`config.mk`:
```
export PLATFORM = sky130hd
export DESIGN_NAME = mfrp_ctrl
export DESIGN_NICKNAME = d
export VERILOG_FILES = /design/src/hw/rtl/mfrp_pkg.sv /design/src/hw/rtl/mfrp_ctrl.sv
export SDC_FILE = /design/constraint.sdc
export NUM_CORES = 1
export LEC_CHECK = 0
export ABC_CLOCK_PERIOD_IN_PS = 1290
export BUFFER_PORTS_ARGS = -buffer_cell sky130_fd_sc_hd__buf_2
export CAP_MARGIN = 20
export CELL_PAD_IN_SITES_DETAIL_PLACEMENT = 1
export CELL_PAD_IN_SITES_GLOBAL_PLACEMENT = 1
export CORE_AREA = 10 10 47 49
export CTS_BUF_LIST = sky130_fd_sc_hd__clkbuf_4
export DETAILED_ROUTE_END_ITERATION = 8
export DIE_AREA = 0 0 57 59
export GPL_TIMING_DRIVEN = 0
export PLACE_DENSITY_LB_ADDON = 0.08
export SLEW_MARGIN = 5
export SYNTH_ARGS = -nofsm -noshare
export SYNTH_HDL_FRONTEND = slang
export SYNTH_SLANG_ARGS = --single-unit
```
`constraint.sdc`:
```
create_clock -name clk_i -period 1.29 [get_ports clk_i]
set_input_delay 0.0645 -clock clk_i [delete_from_list [all_inputs] [get_ports clk_i]]
set_output_delay 0.0645 -clock clk_i [all_outputs]
set_load 0.05 [all_outputs]
```
`src/hw/rtl/mfrp_pkg.sv`:
```
// shared types and constants of the free rectangle search block
package mfrp_pkg;

  localparam int unsigned DEF_MAX_ROWS = 128;
  localparam int unsigned DEF_MAX_COLS = 128;
  localparam int unsigned CfgW         = 8;
  localparam int unsigned CfgIdxW      = 2;
  localparam int unsigned ResultW      = 9;
  localparam int unsigned ResultMax    = 511;

  typedef enum logic [CfgIdxW-1:0] {
    REG_ROW_COUNT = 2'd0,
    REG_COL_COUNT = 2'd1
  } cfg_reg_e;

  typedef enum logic [2:0] {
    S_LOAD,
    S_RUN_RD,
    S_RUN_WR,
    S_SRCH_RD,
    S_SRCH_EV,
    S_DONE
  } state_e;

  typedef struct packed {
    logic load;
    logic run_init;
    logic run_rd;
    logic run_wr;
    logic srch_init;
    logic srch_rd;
    logic srch_acc;
    logic srch_next;
  } cmd_t;

  typedef struct packed {
    logic last_cell;
    logic run_col0;
    logic run_row_last;
    logic run_zero;
    logic h_last;
    logic corner_last;
  } status_t;

endpackage

```
`src/hw/rtl/mfrp_ctrl.sv`:
```
// controller state machine of the free rectangle search block
module mfrp_ctrl
  import mfrp_pkg::*;
(
  input  logic    clk_i,
  input  logic    rst_ni,
  input  logic    start_i,
  input  status_t status_i,
  output cmd_t    cmd_o,
  output logic    busy_o,
  output logic    result_valid_o
);

  state_e state_q, state_d;

  always_ff @(posedge clk_i or negedge rst_ni) begin
    if (!rst_ni) begin
      state_q <= S_LOAD;
    end else begin
      state_q <= state_d;
    end
  end

  // next state
  always_comb begin
    state_d = state_q;
    case (state_q)
      S_LOAD: begin
        if (start_i && status_i.last_cell) begin
          state_d = S_RUN_RD;
        end
      end
      S_RUN_RD: begin
        state_d = S_RUN_WR;
      end
      S_RUN_WR: begin
        if (status_i.run_col0 && status_i.run_row_last) begin
          state_d = S_SRCH_RD;
        end else begin
          state_d = S_RUN_RD;
        end
      end
      S_SRCH_RD: begin
        state_d = S_SRCH_EV;
      end
      S_SRCH_EV: begin
        if ((status_i.run_zero || status_i.h_last) && status_i.corner_last) begin
          state_d = S_DONE;
        end else begin
          state_d = S_SRCH_RD;
        end
      end
      S_DONE: begin
        state_d = S_LOAD;
      end
      default: begin
        state_d = S_LOAD;
      end
    endcase
  end

  // outputs
  always_comb begin
    cmd_o          = '0;
    busy_o         = 1'b1;
    result_valid_o = 1'b0;
    case (state_q)
      S_LOAD: begin
        busy_o         = 1'b0;
        cmd_o.load     = start_i;
        cmd_o.run_init = start_i && status_i.last_cell;
      end
      S_RUN_RD: begin
        cmd_o.run_rd = 1'b1;
      end
      S_RUN_WR: begin
        cmd_o.run_wr    = 1'b1;
        cmd_o.srch_init = status_i.run_col0 && status_i.run_row_last;
      end
      S_SRCH_RD: begin
        cmd_o.srch_rd = 1'b1;
      end
      S_SRCH_EV: begin
        cmd_o.srch_acc  = !status_i.run_zero;
        cmd_o.srch_next = status_i.run_zero || status_i.h_last;
      end
      S_DONE: begin
        result_valid_o = 1'b1;
      end
      default: begin
        busy_o = 1'b1;
      end
    endcase
  end

endmodule

```
## After elaboration in Yosys (flattened, before gate mapping)

Index checks and enable logic that the tools add are counted.

| operators by class | value |
|---|---|
| equality and inequality tests | 6 |
| multiplexer cells | 11 |
| reduce and logical (&&, ||, !) cells | 6 |

Operators by type and width:

| kind | count |
|---|---|
| $pmux W3 S5 | 1 |
| $mux W2 | 4 |
| $eq A3 B2 Y1 const B | 2 |
| $eq A3 B3 Y1 const B | 2 |
| $mux W3 | 2 |
| $mux W1 | 4 |
| $eq A3 B1 Y1 const B | 1 |
| $logic_and A1 B1 Y1 | 3 |
| $logic_not A3 Y1 | 1 |
| $ne A2 B2 Y1 const B | 1 |
| $logic_not A1 Y1 | 1 |
| $logic_or A1 B1 Y1 | 1 |

| word-level totals | value |
|---|---|
| flip-flop bits (word level) | 3 |
| word-level logic and storage cells | 24 |

## Logic depth before layout (Yosys ltp)

| depth | value |
|---|---|
| depth after elaboration | 4 |
| gate-level depth with buffers | 3 |
| gate-level depth less buffers | 3 |

## Worst setup path before layout

Ideal clock, no wire load.

| path | value |
|---|---|
| path type | reg-to-output |
| from | register state_q[2] |
| to | output cmd_o[3] (netlist bit) |
| data arrival time | 1.721 ns |
| path slack | -0.496 ns |
| cell stages (with the launch flop) | 3 |
| buffers on the path | 0 |
| path through | dfrtp_1 nor3b_2 and3_1 |

RTL lines:

| element | RTL line | RTL |
|---|---|---|
| from (decl) | mfrp_ctrl.sv:14 | `state_e state_q, state_d;` |
| from (signal assigned) | mfrp_ctrl.sv:20 | `state_q <= state_d;` |
| to (decl) | mfrp_ctrl.sv:9 | `output cmd_t cmd_o,` |

==> reports/metrics.cfg <==
[sta]
tightest_slew_ns = 0.2821
holdWs_ns = 0.1526
slew_viol_final = 0
setup_viol = 1
finalHoldViolCount = 0
fmax_ghz = 0.7648
rsz0062_at_grt = yes
timing.final.ws_setup_ns = -0.01756
fin_crit_ns = 1.308
maxSlewHeadroom_pct = 81.08
final.setup_skew_ns = 0.003630
fin_crit_sh_pct = 101.4

[logic_synthesis]
synth_top_cells_by_count = nor2_1, dfrtp_1, nand2_1, a211oi_1
yosys.area.top_type_share_pct = 35.93
syn_area_um2 = 209.0
synthesis.nets = 35
yosysSeqAreaShare_pct = 35.93
synthXorXnorAreaFrac_pct = 0
synth_cell_types = 15
ys_warn_count = 0
synth_largest_area_cell = dfrtp_1
synth_compound_area_share_pct = 17.96
syn_area_per_cell_um2 = 8.037
async_flop_share_pct = 100.0
yosys.area_share.simple_pct = 44.31
synth_area_leaders = dfrtp_1, nor2_1, a211oi_1
synth_edf_count = 0
synth_top_family_by_area = simple AND/OR/NAND/NOR gates
yosys_register_bits = 3
synth_most_common_cell = nor2_1
synth_ff_type = dfrtp_1
muxShareOfSynthArea_pct = 0
synthAdderAreaFrac_pct = 0
syn-instance-count = 26

[drt]
drtIter0Drc = 1
routed_wirelength_um = 993
vias_per_cell = 4.414
firstDrtPassIters = 2
postRouteAntennaNets = 0
wire_per_inst_um = 14.19
vias = 309
route.detailed.drc = 0

[worst_setup_path]
worstPathRequired_ns = 1.23
worst-path-buf-inv = 1
crit_fanout = 5
crit_path_max_incr_delay_ns = 0.45
cp.arrival_ns = 1.24
cp_top_family = flip-flops
cp_slowest_cell = dfrtp_2
crit_path_end_kind = output pin
worstSetupStartpointType = register
path_cells = nor3b_4 -> and3_4 -> buf_8
worstSetupPathType = reg -> out

[die]
coreArea_mm2 = 0.001401
die_x_um = 57
start_util_pct = 14.91
die_h_um = 59
ios = 19
rows = 14
die_area_mm2 = 0.003363

[cts]
cts_buffers = 3
h-tree-depth = 1
clkTransAtPathRegs_ns = 0.04
cts_sinks = 3
clockRootBuffer = clkbuf_4
cts_max_path_buffers = 2
clk-insertion-delay-late_ns = 0.24
cts_tree = done

[grt]
antenna_found_initial = 0
grt_pass1_wl_mm = 1.718
overflow = 0
grt_use_total_pct = 6.880
grt_max_degree = 6
grt_pass1_vias = 370

[power]
peakVddDrop_mv = 1.056
power_w = 0.001350
p_leak_nw = 0.2297
power_density_mw_per_mm2 = 2725

[placement]
dpl.cell_count = 60
gp_congestion = 0.7214
hpwlAfterDp_um = 705.8
portBuffers = 18

[layout]
synthToLayoutAreaGrowth_pct = 137.1
final_nets = 64
post-route-util_pct = 35.36
regMostFlops = state_q
top_regs = state_q x3
layout-drive-gt1-share_pct = 79.63
n_antenna_cell = 0
final_cells = 70
largest_register_ffs = 3

[status]
status = finished with violations
violations = setup timing

[job]
cap_violations = 0

[min_path]
hold_class = in -> async

[final cells by class]
cell class	instances	area (um2)
Fill cell	189	905.9
Timing Repair Buffer	24	191.4
Multi-Input combinational cell	22	171.4
Sequential cell	3	78.83
Clock buffer	4	30.03
Tap cell	16	20.02
Inverter	1	3.754
[metal layers]
layer | vias up | share of wire (%) | GRT usage [%]
li1 | 147 | - | -
met1 | 139 | 38 | 5.959
met2 | 19 | 43 | 9.922
met3 | 4 | 14 | 4.506
met4 | 0 | 4.2 | 8.054
met5 | - | 0 | 0
[path summary, 6_finish.rpt]
| check | startpoint | to | slack (ns) | cells after the start |
|---|---|---|---|---|
| max | state_q[2]$_DFFE_PN0P_ | cmd_o[3] | -0.02 | 3 |
| min | rst_ni | state_q[2]$_DFFE_PN0P_ | 0.15 | 2 |
| max reg2reg | state_q[2]$_DFFE_PN0P_ | state_q[0]$_DFFE_PN0P_ | 0.18 | 3 |
| min reg2reg | state_q[0]$_DFFE_PN0P_ | state_q[0]$_DFFE_PN0P_ | 0.64 | 2 |
| max in group asynchronous | rst_ni | state_q[1]$_DFFE_PN0P_ | 1.02 | 2 |
| min in group clk_i | status_i[0] | state_q[1]$_DFFE_PN0P_ | 0.20 | 3 |
[cell usage in the layout, fill, tap and decap left out, drive strengths merged]
cell,count
nand3,1
a31o,1
nand2,3
nand2b,1
o2bb2ai,1
nor2b,1
dfrtp,3
dlygate4sd3,1
buf,23
and3,3
o21ai,1
nor3b,1
a211oi,2
nor2,7
clkbuf,4
inv,1
[per-stage QoR]
stage | setup TNS (ns) | setup WS, ns | area, um2
2_1_floorplan | -0.6138 | -0.1620 | 232.7
3_3_place_gp | 0 | 0.02143 | 342.8
3_5_place_dp | 0 | 0.0007342 | 342.8
4_1_cts | -0.02551 | -0.02022 | 467.9
5_1_grt | -0.2733 | -0.08167 | 495.5
6_report | -0.01756 | -0.01756 | 495.5
[power by group]
| group | total, W | switching (W) | leakage, nW | internal, W |
|---|---|---|---|---|
| Combinational | 0.000937 | 0.000588 | 0.177 | 0.000349 |
| Sequential | 0.000219 | 0.0000776 | 0.0348 | 0.000141 |
| Clock | 0.000195 | 0.0000573 | 0.0184 | 0.000137 |
[kinds of logic after synthesis]
family / count (synthesis)
AOI/OAI and AO/OA: 5
and+or+nand+nor: 17
DFF: 3
buffers and inverters: 1
[worst register-to-register path: stages (launching register included)]
cell,delay (ns)
dfrtp_2,0.45
buf_4,0.16
a211oi_1,0.28
a211oi_1,0.09
[what timing repair did]
| item | in CTS | in global routing |
|---|---|---|
| setup buffers | 4 | 1 |
| gates resized for setup | 20 | 6 |
| endpoints found under the setup margin | 10 | 10 |
| endpoints found under the hold margin | 3 | 0 |
| hold buffers | 1 | 0 |
| pin swaps | 4 | 1 |
(Power assumes the default switching activity.)
